[src/rtl/pfrgb_pkg.sv]
// ----------------------------------------------------------------------------
// pfrgb_pkg
// Shared types, register indexes and constants of the pixel format converter.
// ----------------------------------------------------------------------------
package pfrgb_pkg;

	localparam int DEF_MAX_LINE_WIDTH   = 4096;
	localparam int DEF_MAX_FRAME_HEIGHT = 4096;

	localparam int MODE_W = 3;
	localparam int DIM_W  = 13;
	localparam int IDX_W  = 2;

	typedef enum logic [MODE_W-1:0] {
		MODE_YUYV   = 3'd0,
		MODE_YVYU   = 3'd1,
		MODE_UYVY   = 3'd2,
		MODE_RGB565 = 3'd3,
		MODE_BGR24  = 3'd4,
		MODE_YCBCR  = 3'd5
	} pixel_mode_t;

	typedef enum logic [IDX_W-1:0] {
		REG_PIXEL_MODE   = 2'd0,
		REG_LINE_WIDTH   = 2'd1,
		REG_FRAME_HEIGHT = 2'd2
	} reg_index_t;

	localparam logic [DIM_W-1:0] RST_LINE_WIDTH   = 13'd640;
	localparam logic [DIM_W-1:0] RST_FRAME_HEIGHT = 13'd480;

	// BT.601 integer coefficients (scaled by 256)
	localparam int COEF_Y   = 298;
	localparam int COEF_RV  = 409;
	localparam int COEF_GU  = 100;
	localparam int COEF_GV  = 208;
	localparam int COEF_BU  = 516;
	localparam int ROUND    = 128;
	localparam int Y_OFFSET = 16;
	localparam int C_OFFSET = 128;

	// RGB565 field masks
	localparam logic [7:0]  MASK_R5 = 8'd248;
	localparam logic [15:0] MASK_G6 = 16'd2016;
	localparam logic [7:0]  MASK_B5 = 8'd31;

	typedef struct packed {
		logic [7:0] c0;
		logic [7:0] c1;
		logic [7:0] c2;
	} pixel_t;

	typedef struct packed {
		logic known;   // mode is one of the defined formats
		logic pair;    // word carries two pixels sharing chroma
	} conv_info_t;

	// Last index of a line or frame: zero counts as one, large values saturate.
	function automatic int unsigned dim_last(input logic [DIM_W-1:0] v,
			input int unsigned max_dim);
		int unsigned eff;
		eff = 32'(v);
		if (eff == 0) begin
			eff = 1;
		end else if (eff > max_dim) begin
			eff = max_dim;
		end
		return eff - 1;
	endfunction

endpackage

[src/rtl/pfrgb_pixel_calc.sv]
// ----------------------------------------------------------------------------
// pfrgb_pixel_calc
// Converts one held input word into the components of one output pixel.
// ----------------------------------------------------------------------------
module pfrgb_pixel_calc import pfrgb_pkg::*; (
	input  logic [MODE_W-1:0] mode,
	input  logic [31:0]       word,
	input  logic              second,
	output pixel_t            pix,
	output conv_info_t        info
);

	logic [7:0] b0, b1, b2, b3;
	logic [15:0] w565;
	logic signed [9:0] yc, cb, cr;
	logic signed [19:0] sum_r, sum_g, sum_b;

	assign b0 = word[7:0];
	assign b1 = word[15:8];
	assign b2 = word[23:16];
	assign b3 = word[31:24];
	assign w565 = {b1, b0};

	function automatic logic [7:0] clip8(input logic signed [19:0] s);
		logic [11:0] q;
		q = s[19:8];
		if (s[19]) begin
			return 8'd0;
		end else if (q > 12'd255) begin
			return 8'd255;
		end
		return q[7:0];
	endfunction

	always_comb begin
		yc = $signed({2'b00, b0}) - 10'(Y_OFFSET);
		cb = $signed({2'b00, b1}) - 10'(C_OFFSET);
		cr = $signed({2'b00, b2}) - 10'(C_OFFSET);
		sum_r = 20'(COEF_Y * yc + COEF_RV * cr + ROUND);
		sum_g = 20'(COEF_Y * yc - COEF_GU * cb - COEF_GV * cr + ROUND);
		sum_b = 20'(COEF_Y * yc + COEF_BU * cb + ROUND);
	end

	always_comb begin
		pix  = '0;
		info = '{known: 1'b1, pair: 1'b0};
		unique case (mode)
			MODE_YUYV: begin
				pix = '{c0: second ? b2 : b0, c1: b1, c2: b3};
				info.pair = 1'b1;
			end
			MODE_YVYU: begin
				pix = '{c0: second ? b2 : b0, c1: b3, c2: b1};
				info.pair = 1'b1;
			end
			MODE_UYVY: begin
				pix = '{c0: second ? b3 : b1, c1: b0, c2: b2};
				info.pair = 1'b1;
			end
			MODE_RGB565: begin
				pix.c0 = b1 & MASK_R5;
				pix.c1 = 8'((w565 & MASK_G6) >> 3);
				pix.c2 = 8'((b0 & MASK_B5) << 3);
			end
			MODE_BGR24: begin
				pix = '{c0: b2, c1: b1, c2: b0};
			end
			MODE_YCBCR: begin
				pix = '{c0: clip8(sum_r), c1: clip8(sum_g), c2: clip8(sum_b)};
			end
			default: begin
				info.known = 1'b0;
			end
		endcase
	end

endmodule

[src/rtl/pixel_format_to_rgb_converter.sv]
// ----------------------------------------------------------------------------
// pixel_format_to_rgb_converter
// Streaming pixel converter with line and frame end marking.
// ----------------------------------------------------------------------------
// Usage:
//   Input channel in_valid/in_ready carries one 32-bit word per item. Output
//   channel out_valid/out_ready carries one pixel per item with line_end,
//   frame_end and last. The cfg channel writes pixel_mode, line_width and
//   frame_height by index; cfg_ready is always high, indexes past the list
//   are ignored. Write configuration only while the stream is idle.
//   An accepted word sits in an input register; the conversion logic feeds an
//   output register. Single-pixel formats sustain one word per cycle while
//   out_ready is high. Packed 4:2:2 words give two pixels through the one
//   output register, so the input register holds the word until its second
//   pixel is issued (a pair cut short at line end gives one pixel only).
//   Undefined modes drop the word without output and without moving the
//   counters. When out_ready is low the output register holds and the input
//   register fills; in_ready then drops. Reset empties both registers, zeroes
//   the column and row counters and loads the defaults (YUYV, 640 x 480).
// ----------------------------------------------------------------------------
module pixel_format_to_rgb_converter import pfrgb_pkg::*; #(
	parameter int MAX_LINE_WIDTH   = DEF_MAX_LINE_WIDTH,
	parameter int MAX_FRAME_HEIGHT = DEF_MAX_FRAME_HEIGHT
) (
	input  logic              clk,
	input  logic              arst_n,
	input  logic              in_valid,
	output logic              in_ready,
	input  logic [31:0]       pixel_bytes,
	output logic              out_valid,
	input  logic              out_ready,
	output logic [7:0]        comp0,
	output logic [7:0]        comp1,
	output logic [7:0]        comp2,
	output logic              line_end,
	output logic              frame_end,
	output logic              last,
	input  logic              cfg_valid,
	output logic              cfg_ready,
	input  logic [IDX_W-1:0]  cfg_index,
	input  logic [DIM_W-1:0]  cfg_data
);

	localparam int CW = $clog2(MAX_LINE_WIDTH);
	localparam int RW = (MAX_FRAME_HEIGHT > 1) ? $clog2(MAX_FRAME_HEIGHT) : 1;

	logic [MODE_W-1:0] mode_q;
	logic [DIM_W-1:0]  width_q, height_q;
	logic [CW-1:0]     col_q, col_last;
	logic [RW-1:0]     row_q, row_last;

	logic [31:0] word_s1;
	logic        valid_s1, second_s1;

	pixel_t     pix;
	conv_info_t info;

	logic emit_ok, single, two, fire, done, le, fe;

	assign cfg_ready = 1'b1;

	always_ff @(posedge clk or negedge arst_n) begin
		if (!arst_n) begin
			mode_q   <= MODE_YUYV;
			width_q  <= RST_LINE_WIDTH;
			height_q <= RST_FRAME_HEIGHT;
		end else if (cfg_valid) begin
			unique case (cfg_index)
				REG_PIXEL_MODE:   mode_q   <= cfg_data[MODE_W-1:0];
				REG_LINE_WIDTH:   width_q  <= cfg_data;
				REG_FRAME_HEIGHT: height_q <= cfg_data;
				default: ;
			endcase
		end
	end

	assign col_last = CW'(dim_last(width_q, MAX_LINE_WIDTH));
	assign row_last = RW'(dim_last(height_q, MAX_FRAME_HEIGHT));

	pfrgb_pixel_calc u_calc (
		.mode   (mode_q),
		.word   (word_s1),
		.second (second_s1),
		.pix    (pix),
		.info   (info)
	);

	assign le      = col_q >= col_last;
	assign fe      = le && (row_q >= row_last);
	assign single  = le;
	assign emit_ok = !out_valid || out_ready;
	assign two     = info.pair && !second_s1 && !single;
	assign fire    = valid_s1 && info.known && emit_ok;
	assign done    = valid_s1 && (!info.known || (emit_ok && !two));
	assign in_ready = !valid_s1 || done;

	// input register: hold the word until its final pixel is issued
	always_ff @(posedge clk or negedge arst_n) begin
		if (!arst_n) begin
			valid_s1  <= 1'b0;
			second_s1 <= 1'b0;
		end else if (in_valid && in_ready) begin
			valid_s1  <= 1'b1;
			second_s1 <= 1'b0;
		end else if (done) begin
			valid_s1  <= 1'b0;
		end else if (fire && two) begin
			second_s1 <= 1'b1;
		end
	end

	always_ff @(posedge clk) begin
		if (in_valid && in_ready) begin
			word_s1 <= pixel_bytes;
		end
	end

	always_ff @(posedge clk or negedge arst_n) begin
		if (!arst_n) begin
			col_q <= '0;
			row_q <= '0;
		end else if (fire) begin
			if (le) begin
				col_q <= '0;
				row_q <= fe ? '0 : row_q + RW'(1);
			end else begin
				col_q <= col_q + CW'(1);
			end
		end
	end

	always_ff @(posedge clk or negedge arst_n) begin
		if (!arst_n) begin
			out_valid <= 1'b0;
		end else if (fire) begin
			out_valid <= 1'b1;
		end else if (out_ready) begin
			out_valid <= 1'b0;
		end
	end

	always_ff @(posedge clk) begin
		if (fire) begin
			comp0     <= pix.c0;
			comp1     <= pix.c1;
			comp2     <= pix.c2;
			line_end  <= le;
			frame_end <= fe;
			last      <= !two;
		end
	end

endmodule

[config.mk]
export PLATFORM = sky130hd
export DESIGN_NAME = pixel_format_to_rgb_converter
export DESIGN_NICKNAME = d
export VERILOG_FILES = /design/src/rtl/pfrgb_pkg.sv /design/src/rtl/pfrgb_pixel_calc.sv /design/src/rtl/pixel_format_to_rgb_converter.sv
export SDC_FILE = /design/constraint.sdc
export NUM_CORES = 1
export LEC_CHECK = 0
export BUFFER_PORTS_ARGS = -buffer_cell sky130_fd_sc_hd__buf_2
export CORE_MARGIN = 10
export CORE_UTILIZATION = 58
export DETAILED_ROUTE_END_ITERATION = 16
export GPL_TIMING_DRIVEN = 1
export HOLD_SLACK_MARGIN = 0.08
export PLACE_DENSITY_LB_ADDON = 0.08
export SYNTH_ARGS = -nofsm -noshare
export SYNTH_HDL_FRONTEND = slang
export SYNTH_SLANG_ARGS = --single-unit
[constraint.sdc]
create_clock -name clk -period 6.8 [get_ports clk]
set_input_delay 1.36 -clock clk [delete_from_list [all_inputs] [get_ports clk]]
set_output_delay 1.36 -clock clk [all_outputs]
set_load 0.02 [all_outputs]
Yosys cells after proc, flatten, opt, wreduce, memory -nomap -nowiden
Cells that the tools add are included. Widths: inputs -> output; s select.

Bits in registers: 115. Logic and storage cells: 117.

Multipliers: 5. Equal/unequal tests: 8. Muxes and demuxes: 36. Magnitude comparators: 7. Reductions and logical operators: 32. Add/sub/neg operators: 14.

Operators by type and width (number): $pmux 24 s6 (1); $mux 8 (11); $mux 12 (6); $add 20x9->20 const B (3); $add 20x20->20 (2); $sub 20x20->20 (2); $gt 12x8->1 const B (3); $mul 9x9->18 const A (2); $gt 13x13->1 const B (2); $logic_not 13->1 (2); $add 12x1->12 const B (2); $ge 12x12->1 (2); $sub 12x1->12 const B (2); $mul 10x9->19 const A (1); $mux 1 (18); $sub 8x8->9 const B (2); $mul 6x9->15 const A (1); $mul 5x9->14 const A (1); $reduce_and 2->1 (5); $logic_and 1x1->1 (9); $sub 8x5->9 const B (1); $eq 3x2->1 const B (2); $eq 3x3->1 const B (2); $logic_not 1->1 (6); other kinds (10) (14).

Logic depth before layout (Yosys ltp)
Gate-level depths: netlist of run 1.

Depth in word-level cells: 15. Mapped depth: 31. Gate-level depth less buffers: 31.

Cells and area by module
Synthesis of run 1 repeated with hierarchy kept, for this count alone.

Cell total of the unflattened synthesis: 1430. Area, all modules: 13808.2 sq um.

Modules (own cells, without submodules): pfrgb_pixel_calc (area each 8408.1 sq um, cells each 1005, instances 1, seq. area each 0.0 sq um); pixel_format_to_rgb_converter (area each 5400.2 sq um, cells each 425, instances 1, seq. area each 3180.6 sq um).

Least setup slack after synthesis of run 1
No wires, ideal clock.

Path type: register to register. Start point: register word_s1[4]. End point: register comp1[0], data pin. Required time: 6.539 ns. Library setup time: 0.261 ns. Setup slack: -0.257 ns. Stages on the path, launching flop included: 30. Buffers on the path: 0. Arrival time: 6.796 ns. Cell sequence: edfxtp_1 inv_1 ha_1 inv_1 ha_1 ha_1 inv_1 fa_1 fa_1 inv_1 fa_1 ha_1 nor2b_1 o21ai_0 a21boi_1 o21ai_0 a21boi_1 o21ai_0 nor2b_1 xnor2_1 fa_1 ha_1 ha_1 or3_1 o21ai_0 a31oi_1 a221oi_1 xnor2_1 nor2_2 a221o_1.

RTL lines: start, declared (RTL line pixel_format_to_rgb_converter.sv:52) `logic [31:0] word_s1;`; start signal, assigned (RTL line pixel_format_to_rgb_converter.sv:114) `word_s1 <= pixel_bytes;`; end signal, assigned (RTL line pixel_format_to_rgb_converter.sv:145) `comp1 <= pix.c1;`; end, declared (RTL line pixel_format_to_rgb_converter.sv:33) `output logic [7:0] comp1,`.

==> results.md, run 1 <==
- The synthesized design contains 59 enable-type register cells.
- The number of maximum-capacitance violations is 0.
- The total overflow left after global routing is 0.
- The count of nets left with antenna violations once routing finished came out at 0.
- The start point of the worst min-delay path is valid_s1$_DFFE_PN0P_.
- The number of global-route vias before repair came to 11,800.
- The clock transition at the registers of the reported paths is 0.06 ns.
- Among the stages of the critical path, the cell type that occurs most often is ha_4.
- The largest single stage delay on the critical path is 0.56 ns.
- In this run the worst setup path begins at word_s1[5]$_DFFE_PP_.
- The global-route wire length before repair is 61,000 um.
- The yosys synthesis warning count is 0.
- Sorting the synthesized cells by area gives the leading types as ha_1 27%, edfxtp_1 13%, dfrtp_1 8.9%, fa_1 7.7%, inv_1 5.2%.
- The reg-to-reg endpoint is comp1[1]$_DFFE_PP_.
- The number of buffers between clock root and the deepest sink is 2.
- The dominant register cell in the synthesized netlist is edfxtp_1.
- The critical path is of the flip-flop to flip-flop type.
- The share of synthesized registers carrying an async set or reset is 48.7%.
- After legalization and detailed placement, the total HPWL measured 30,900 um.
- The cell taking the most area after synthesis is ha_1.
- The post-route netlist has 22.1% of its cells at a drive strength greater than 1.
- The die width is 176 um.
- The element type at the critical path end is a flip-flop.
- Counting instances, the worst hold path has a depth of 2.
- In the global route stage, overall resource usage came out at 24.7%.
- The total core area is 24,200 um2.
- The tree is rooted in a clkbuf_16.
- The number of sinks on the clock net is 115.
- Setup repair after global routing could not meet its margin everywhere.
- The via density per instance is 5.87.
- In this run the worst path has a maximum fanout of 8.
- Static timing analysis puts the maximum clock frequency at 148 MHz.
- The count of endpoints failing setup in the final report is 0.
- Relative to the synthesized area, the layout overhead comes to 18.4%.
- The worst hold endpoint is out_valid$_DFFE_PN0P_.
- The register-to-register setup slack is 0.03 ns.
- STA classifies the critical path startpoint as a flip-flop.
- The count of cell types in the netlist is 86.
- Counting every instance in the synthesized netlist gives 1,493.
- Synthesis inferred 115 register bits.
- The final number of hold-violating endpoints is 0.
- The portion of the post-synthesis area used by sequential elements is 22.5%.
- After detailed placement, the total cell area comes to 15,500 um2.
- The number of pins with negative max-slew slack in the final report is 0.
- The clock latency reported for the late side of the worst-skew pair is 0.43 ns.
- The floorplan step defined a die boundary enclosing 31,000 um2.
- Clock tree synthesis inserted a total of 17 buffers.
- The height of the die is 176 um.
- The cell class contributing the biggest share of worst-path delay is adder cells.
- For the worst flop-to-flop path, the logic depth is 30.
- The post-route standard cell area excluding fillers is 16,700 um2.
- The relative slew slack is 18.2%.
- The iteration-0 DRC count of the detailed router is 1,068.
- On the critical path, the stage with the largest delay is an instance of fa_2.
- The final routed wire length divided by cell count is 19.2 um.
- The H-tree was split into 4 levels.
- On the final layout, the worst clock skew is 0.0169 ns.
- The number of antenna diodes in the final layout is 0.
- Counting the fill cells in the layout gives 1,923.
- The commonest cells after synthesis are 300 x ha_1, 196 x inv_1, 116 x nor2_1.
- The total routed wirelength is 38,700 um.
- The combined area of all synthesized cells is 14,100 um2.
- The post-synthesis net count is 1,899.
- Across all layers, the routed design uses 11,800 vias.
- Data on the critical path arrives at its endpoint at 6.94 ns.
- In this run the worst hold path is classified as flip-flop to flip-flop.
- The final net count is 2,080.
- The largest net degree at the start of global routing is 57.
- The area of combinational cells with multiple inputs is 10,600 um2.
- By instance count, the leading cell after synthesis is ha_1.
- The final routed DRC violation total is 0.
- Hold is met by 0.501 ns.
- Data on the critical path is required at its endpoint by 6.97 ns.
- The number of iterations in the first detailed-routing pass is 5.
- The boundary pin count is 82.
- TritonCTS built the clock tree.
- The initial core utilization is 58.4%.
- The post-synthesis average cell area is 9.46 um2.
- After floorplanning, the core was divided into 57 placement rows.
- The top cell type by area accounts for 26.6% of the synthesized area.
- Counting both buffers and inverters, the worst setup path holds a total of 9.
- Dividing the final minimum period by the clock period gives 99.6%.
- The flow ran to the end, and the final reports show no timing, DRC or antenna violations.
- The initial antenna violation count is 0.
- The final critical-path required period is 6.77 ns.
- The measured slew at the worst slew-check pin is 1.23 ns.
- The startpoint of the worst-slack reg-to-reg timing path is word_s1[5]$_DFFE_PP_.
- The combined flip-flop and latch cell area is 3180 um2.
- The final RePlAce weighted congestion is 0.945.
- The number of input and output port buffers inserted is 80.
-- cell usage in the layout (no fill, tap or decap), drive strengths merged, types with 7 or more instances in the layout --
cell	n
o31ai	12
buf	188
dfrtp	50
a21o	31
and3	15
a221o	8
clkbuf	18
inv	205
and2	8
a31oi	7
xor2	24
a21boi	7
or3	11
mux2	35
o211ai	11
nor3	24
mux2i	10
nand2	88
a22oi	13
a21oi	71
xnor2	51
nor2b	20
o21ai	58
edfxtp	59
nand3	31
o21bai	11
fa	54
nand2b	15
ha	300
o22ai	8
nor2	118
a211oi	9
o21a	9
-- stage by stage --
step | cells | setup slack [ns] | TNS [ns] | utilization [%]
after floorplan | 1493 | 0.0202 | 0 | -
after global placement | 1960 | -0.107 | -0.841 | 64.3
after detailed placement | 1960 | -0.244 | -2.03 | 64.3
after CTS | 2002 | 0.00854 | 0 | 67.8
after global routing | 2011 | -0.205 | -1.89 | 69.2
final | 2011 | 0.0290 | 0 | 69.2
-- per-layer routing --
| layer | share of wire (%) | global-route usage, % | wire length [um] |
|---|---|---|---|
| met1 | 42 | 30.7 | 16400 |
| met2 | 48 | 43.0 | 18700 |
| met3 | 6.0 | 4.02 | 2300 |
| met4 | 3.3 | 7.52 | 1270 |
| met5 | 0 | 0 | 0 |
-- flip-flops by register name (all words and copies together), names as in the netlist --
register	cells
comp1	8
last	1
row_q	12
second_s1	1
word_s1	32
comp0	8
mode_q	3
valid_s1	1
frame_end	1
comp2	8
out_valid	1
height_q	13
col_q	12
width_q	13
line_end	1
-- area by class of cell --
cell class / instances / area share (%)
multi-input combinational: 1156 / 63.2
clock buffer: 18 / 2.69
timing repair buffer: 188 / 7.30
inverter: 196 / 4.41
sequential: 115 / 19.0
clock inverter: 14 / 0.964
tap: 324 / 2.42
-- worst max path at each step --
| stage | cells past startpoint | to |
|---|---|---|
| detailed placement | 29 | comp1[3]$_DFFE_PP_ |
| finish | 30 | comp1[1]$_DFFE_PP_ |
| CTS | 27 | comp0[5]$_DFFE_PP_ |
| floorplan | 29 | comp1[0]$_DFFE_PP_ |
| global placement | 28 | comp1[3]$_DFFE_PP_ |
| global route | 29 | comp1[1]$_DFFE_PP_ |
-- timing repair --
item,CTS,global route
cloned,0,0
hold buffers,0,0
setup endpoints to repair,24,24
buffers inserted,10,9
gates resized for setup,33,50
pin swaps,29,42
-- worst min-delay path, cell delays in order, from the launching register on --
cell and delay [ns]:
dfrtp_1 0.34, nand2_1 0.07, nand2_1 0.06
-- cell families after synthesis --
group                      share of synthesized area [%]
xor gates and xnor gates                            4.70
muxes                                               4.29
AOI/OAI and AO/OA                                   15.6
DFF                                                 22.5
adders and majority gates                           34.2
other                                             0.0265
and+or+nand+nor                                     12.7
buffers and inverters                               5.96
Power of run 1 is left out: the tool's default activity adds up to more than one toggle a clock period on the data nets, which glitch-free logic cannot reach.
==> run 2, diff against run 1 <==
--- a/config.mk
+++ b/config.mk
@@ -7,7 +7,7 @@
 export LEC_CHECK = 0
 export BUFFER_PORTS_ARGS = -buffer_cell sky130_fd_sc_hd__buf_2
 export CORE_MARGIN = 10
-export CORE_UTILIZATION = 58
+export CORE_UTILIZATION = 64
 export DETAILED_ROUTE_END_ITERATION = 16
 export GPL_TIMING_DRIVEN = 1
 export HOLD_SLACK_MARGIN = 0.08
==> constraint.sdc (replaced) <==
create_clock -name clk -period 7.4 [get_ports clk]
set_input_delay 1.48 -clock clk [delete_from_list [all_inputs] [get_ports clk]]
set_output_delay 1.48 -clock clk [all_outputs]
set_load 0.02 [all_outputs]
==> results.md, run 2 (synthesized netlist as in run 1, its figures left out) <==
- Run status: complete, no violations (unchanged).
- The boundary pin count is 82 (unchanged).
- The largest fanout on the critical path came to 8 (unchanged).
- Leading cell types in the layout, fill and taps excluded: 298 x ha_1, 195 x inv_1, 116 x nor2_1 (was 283 x ha_1, 189 x inv_1, 110 x nor2_1).
- The iteration-0 DRC count of the detailed router is 1,098 (was 1,068).
- The final net count is 2,007 (was 2,080).
- The total track usage is 26.0% (was 24.7%).
- The initial core utilization came to 65.0% (was 58.4%).
- The most common cell after layout, fill and taps aside is ha_1 (unchanged).
- The highest clock rate is 141 MHz (was 148 MHz).
- The clock root buffer is clkbuf_16 (unchanged).
- The post-route standard cell area excluding fillers is 15,700 um2 (was 16,700 um2).
- The overall overflow remaining after global route is 0 (unchanged).
- The data required time at the worst endpoint was 7.57 ns (was 6.97 ns).
- The H-tree depth is 4 (unchanged).
- The peak per-stage delay on the critical path is 0.59 ns (was 0.56 ns).
- The layout overhead on the synthesized area is 10.9% (was 18.4%).
- The number of buffers between clock root and the deepest sink is 2 (unchanged).
- The number of sinks on the clock net came to 115 (unchanged).
- The final hold slack is 0.502 ns (was 0.501 ns).
- The global-route wire length before repair is 59,100 um (was 61,000 um).
- The critical path startpoint category is a flip-flop (unchanged).
- The count of endpoints failing setup in the final report was 0 (unchanged).
- The number of iterations in the first detailed-routing pass is 5 (unchanged).
- The die footprint is 28,400 um2 (was 31,000 um2).
- The measured slew at the worst slew-check pin was 1.15 ns (was 1.23 ns).
- The path type of the worst setup path is flip-flop to flip-flop (unchanged).
- Registers with the highest flip-flop counts: word_s1: 32 flops, height_q: 13 flops, width_q: 13 flops (unchanged).
- The detailed-route via count came to 11,500 (was 11,800).
- The height of the die is 169 um (was 176 um).
- The total cell area at the placement stage was 15,000 um2 (was 15,500 um2).
- The relative slew slack is 23.3% (was 18.2%).
- The final routed wire length divided by cell count was 19.5 um (was 19.2 um).
- The hold buffer count at cts is 0 (unchanged).
- The largest net degree at the start of global routing is 57 (unchanged).
- The worst hold path class is flip-flop to flip-flop (unchanged).
- The final critical-path required period is 7.08 ns (was 6.77 ns).
- The number of buffers added by the clock tree synthesis step is 17 (unchanged).
- The final number of hold-violating endpoints is 0 (unchanged).
- The final routed DRC violation total is 0 (unchanged).
- The most flop-heavy register is word_s1 (unchanged).
- The fill cell total of the finished layout is 1,672 (was 1,923).
- The number of nets with antenna violations after routing was 0 (unchanged).
- The number of pins with negative max-slew slack in the final report was 0 (unchanged).
- The die width is 169 um (was 176 um).
- The element type at the critical path end is a flip-flop (unchanged).
- Unrepaired setup endpoints after global routing: no (was yes).
- The clock skew is 0.0167 ns (was 0.0169 ns).
- The number of maximum-capacitance violations is 0 (unchanged).
- The CTS tree is built (unchanged).
- The total half-perimeter wirelength after legalization and detailed placement is 29,800 um (was 30,900 um).
- The number of standard-cell rows in the floorplan is 54 (was 57).
- The ratio of final minimum period to clock period is 95.7% (was 99.6%).
- The critical path's slowest cell is fa_1 (was fa_2).
- The total routed wirelength was 36,900 um (was 38,700 um).
- The number of global-route vias before repair is 11,300 (was 11,800).
- The share of final-layout standard cells stronger than drive strength 1 is 14.5% (was 22.1%).
- The total core area is 21,800 um2 (was 24,200 um2).
- The initial antenna violation count is 0 (unchanged).
- The number of antenna diodes is 0 (unchanged).
- The clock latency reported for the late side of the worst-skew pair is 0.43 ns (about the same).
- The final RePlAce weighted congestion came to 0.937 (was 0.945).
- The via density per instance is 6.09 (was 5.87).
- The clock transition at the registers of the reported paths is 0.07 ns (was 0.06 ns).
- The number of flip-flops in the largest register is 32 (unchanged).
- The number of input and output port buffers inserted is 80 (unchanged).
- The signal arrival time at the worst endpoint is 7.25 ns (was 6.94 ns).
-- run 2: worst paths after layout --
| kind | end | slack, ns | startpoint | cells after the start |
|---|---|---|---|---|
| max | comp1[0]$_DFFE_PP_ | 0.32 | word_s1[5]$_DFFE_PP_ | 29 |
| min | out_valid$_DFFE_PN0P_ | 0.50 | valid_s1$_DFFE_PN0P_ | 2 |
| max reg2reg | comp1[0]$_DFFE_PP_ | 0.32 | word_s1[5]$_DFFE_PP_ | 29 |
| min reg2reg | out_valid$_DFFE_PN0P_ | 0.50 | valid_s1$_DFFE_PN0P_ | 2 |
| max in group asynchronous | col_q[10]$_DFFE_PN0P_ | 5.71 | arst_n | 2 |
| min in group asynchronous | out_valid$_DFFE_PN0P_ | 1.18 | arst_n | 2 |
-- run 2: timing repair --
action,CTS,global route
setup buffers,0,3
pin swaps,0,9
resized for setup,2,13
endpoints found under the setup margin,8,22
-- run 2: layout make-up --
class | instances | area [um2] | share of cell area, %
multi-input cells | 1156 | 10200 | 65.0
flip-flops and latches | 115 | 3180 | 20.3
inverters | 196 | 736 | 4.70
repair buffers | 115 | 663 | 4.23
clock buffers | 19 | 454 | 2.90
well taps | 280 | 350 | 2.24
clock inverters | 13 | 97.6 | 0.623
-- run 2: metrics by stage --
step                      TNS (ns)  utilization [%]  instances  setup WS, ns
after floorplan                  0                -       1493         0.343
after global placement           0             69.0       1859         0.152
after detailed placement   -0.0398             69.0       1859       -0.0147
after CTS                        0             71.6       1891        0.0142
after global routing             0             72.0       1894       0.00867
final                            0             72.0       1894         0.317
-- run 2: metal layers --
| metal | vias to the layer above | global-route usage [%] | wire (um) |
|---|---|---|---|
| li1 | 5537 | - | - |
| met1 | 5566 | 33.1 | 15700 |
| met5 | - | 0 | 0 |
| met2 | 364 | 42.2 | 17300 |
| met3 | 71 | 4.21 | 2170 |
| met4 | 0 | 12.3 | 1670 |
-- run 2: critical path: cells and delay by family, from the launching register on --
family,cells,cell delay [ns]
simple gates,4,0.78
compound gates,9,1.50
flops,1,0.37
fa+ha+maj,10,3.57
xor+xnor,2,0.31
buf+inv,4,0.27
Power of run 2 is left out for the same reason.
==> run 3, diff against run 2 <==
==> constraint.sdc (replaced) <==
create_clock -name clk -period 7.1 [get_ports clk]
set_input_delay 1.42 -clock clk [delete_from_list [all_inputs] [get_ports clk]]
set_output_delay 1.42 -clock clk [all_outputs]
set_load 0.02 [all_outputs]
==> results.md, run 3 (synthesized netlist as in run 1, its figures left out) <==
- Run status: complete, no violations (unchanged).
- The total placed cells including tap cells is 1,881 (was 1,859).
- The height of the die is 169 um (unchanged).
- The final net count is 2,031 (was 2,007).
- The register-to-register setup slack is 0.18 ns (was 0.32 ns).
- The total routed wirelength is 37,600 um (was 36,900 um).
- The most flop-heavy register was word_s1 (unchanged).
- The H-tree depth is 4 (unchanged).
- The number of nets with antenna violations after routing came to 0 (unchanged).
- The number of standard-cell rows in the floorplan is 54 (unchanged).
- The most common cell after layout, fill and taps aside is ha_1 (unchanged).
- Registers with the highest flip-flop counts: word_s1: 32 flops, height_q: 13 flops, width_q: 13 flops (unchanged).
- The worst slack after detailed placement is -0.223 ns (was -0.0147 ns).
- The count of endpoints failing setup in the final report is 0 (unchanged).
- The fill cell total of the finished layout is 1,614 (was 1,672).
- The highest clock rate was 145 MHz (was 141 MHz).
- The critical path startpoint category is a flip-flop (unchanged).
- The final routed wire length divided by cell count is 19.6 um (was 19.5 um).
- The startpoint of the worst-slack reg-to-reg timing path is word_s1[4]$_DFFE_PP_ (was word_s1[5]$_DFFE_PP_).
- The clock root buffer is clkbuf_16 (unchanged).
- The number of sinks on the clock net is 115 (unchanged).
- The signal arrival time at the worst endpoint is 7.10 ns (was 7.25 ns).
- The final routed DRC violation total was 0 (unchanged).
- Leading cell types in the layout, fill and taps excluded: 292 x ha_1, 192 x inv_1, 115 x nor2_1 (was 298 x ha_1, 195 x inv_1, 116 x nor2_1).
- The data required time at the worst endpoint is 7.28 ns (was 7.57 ns).
- The number of iterations in the first detailed-routing pass is 9 (was 5).
- The boundary pin count is 82 (unchanged).
- The measured slew at the worst slew-check pin is 1.14 ns (was 1.15 ns).
- The number of flip-flops in the largest register is 32 (unchanged).
- The largest net degree at the start of global routing came to 57 (unchanged).
- The clock skew came to 0.0146 ns (was 0.0167 ns).
- The final hold slack is 0.498 ns (was 0.502 ns).
- The die width is 169 um (unchanged).
- The largest fanout on the critical path came to 8 (unchanged).
- The final setup slack of the worst path is 0.183 ns (was 0.317 ns).
- The number of buffers between clock root and the deepest sink is 2 (unchanged).
- The critical path's slowest cell is fa_1 (unchanged).
- The die footprint came to 28,400 um2 (unchanged).
- The relative slew slack is 23.7% (was 23.3%).
- The hold buffer count at cts was 0 (unchanged).
- The total track usage is 26.2% (was 26.0%).
- The final RePlAce weighted congestion is 0.997 (was 0.937).
- The global-route wire length before repair is 59,700 um (was 59,100 um).
- The detailed-route via count came to 11,600 (was 11,500).
- The final critical-path required period was 6.92 ns (was 7.08 ns).
- The number of cells on the worst hold path is 2 (unchanged).
- The clock latency reported for the late side of the worst-skew pair came to 0.43 ns (about the same).
- The number of global-route vias before repair is 11,500 (was 11,300).
- The total core area is 21,800 um2 (unchanged).
- The iteration-0 DRC count of the detailed router is 964 (was 1,098).
- The initial core utilization was 65.0% (unchanged).
- The clock transition at the registers of the reported paths came to 0.06 ns (was 0.07 ns).
- The total half-perimeter wirelength after legalization and detailed placement was 30,300 um (was 29,800 um).
- The via density per instance is 6.03 (was 6.09).
- The start point of the worst min-delay path is valid_s1$_DFFE_PN0P_ (unchanged).
- The overall overflow remaining after global route was 0 (unchanged).
- The worst hold endpoint is out_valid$_DFFE_PN0P_ (unchanged).
- The path type of the worst setup path was flip-flop to flip-flop (unchanged).
- The peak per-stage delay on the critical path is 0.51 ns (was 0.59 ns).
- The initial antenna violation count is 0 (unchanged).
- The number of cells traversed by the worst register-to-register path came to 25 (was 29).
- The number of pins with negative max-slew slack in the final report is 0 (unchanged).
- The final number of hold-violating endpoints was 0 (unchanged).
- The reg-to-reg endpoint is comp1[1]$_DFFE_PP_ (was comp1[0]$_DFFE_PP_).
- The final non-filler cell total is 1,918 (was 1,894).
- The CTS tree is built (unchanged).
- The element type at the critical path end is a flip-flop (unchanged).
- The share of final-layout standard cells stronger than drive strength 1 is 17.6% (was 14.5%).
- The number of input and output port buffers inserted is 80 (unchanged).
- The number of buffers added by the clock tree synthesis step is 17 (unchanged).
- The ratio of final minimum period to clock period is 97.4% (was 95.7%).
- The final core area utilization was 73.9% (was 72.0%).
- The worst hold path class is flip-flop to flip-flop (unchanged).
- The number of antenna diodes is 0 (unchanged).
- By instance count, the cell type seen most on the critical path is ha_1.
- The number of maximum-capacitance violations is 0 (unchanged).
- The layout overhead on the synthesized area is 13.8% (was 10.9%).
==> run 3: cell types whose count changed in the layout (fill, tap and decap cells not counted), sizes merged <==
cell / delta
buf: +24
bufinv: +1
clkbuf: -1
clkinv: -3
clkinvlp: +1
inv: +2
==> run 3: critical path, delay by kind of cell (launching register included) <==
kind	cells	cell delay [ns]
flip-flops	1	0.40
AND/OR/NAND/NOR	5	1.00
AO/OA/AOI/OAI	6	1.37
adder cells (fa/ha/maj)	9	3.16
XOR/XNOR	3	0.52
buffers and inverters	2	0.21
==> run 3: worst max-delay path by stage <==
stage,from,endpoint,slack (ns),cells past startpoint
after floorplan,word_s1[4]$_DFFE_PP_,comp1[0]$_DFFE_PP_,0.04,29
after global placement,word_s1[4]$_DFFE_PP_,comp1[3]$_DFFE_PP_,-0.004,29
after detailed placement,word_s1[5]$_DFFE_PP_,comp1[1]$_DFFE_PP_,-0.22,29
after CTS,word_s1[5]$_DFFE_PP_,comp1[0]$_DFFE_PP_,0.02,30
after global routing,word_s1[4]$_DFFE_PP_,comp1[3]$_DFFE_PP_,-0.10,26
final,word_s1[4]$_DFFE_PP_,comp1[1]$_DFFE_PP_,0.18,25
==> run 3: layout make-up <==
cell class	instances	area, um2	share of cell area [%]
repair buffers	139	843	5.24
inverters	196	736	4.57
clock buffers	18	450	2.80
flip-flops and latches	115	3180	19.8
clock inverters	14	139	0.864
well taps	280	350	2.18
multi-input cells	1156	10400	64.6
==> run 3: per-layer routing <==
metal	part of all wire, %	vias to the layer above	GRT usage (%)
met5	0	-	0
met4	4.0	0	9.84
met3	6.3	82	4.24
met2	48	391	45.0
met1	42	5491	32.3
li1	-	5593	-
==> run 3: what timing repair did <==
action / 4_1_cts / 5_1_grt
setup endpoints to repair: 14 / 24
gates resized for setup: 9 / 42
pin swaps: 4 / 32
setup buffers: 1 / 4
endpoints found under the hold margin: 0 / 0
==> run 3: per-stage QoR <==
step	instance area, um2	setup TNS, ns
after floorplan	14100	0
after global placement	15200	-0.0109
after detailed placement	15200	-1.74
after CTS	15800	0
after global routing	16100	-0.591
final	16100	0
Power of run 3 is left out for the same reason.
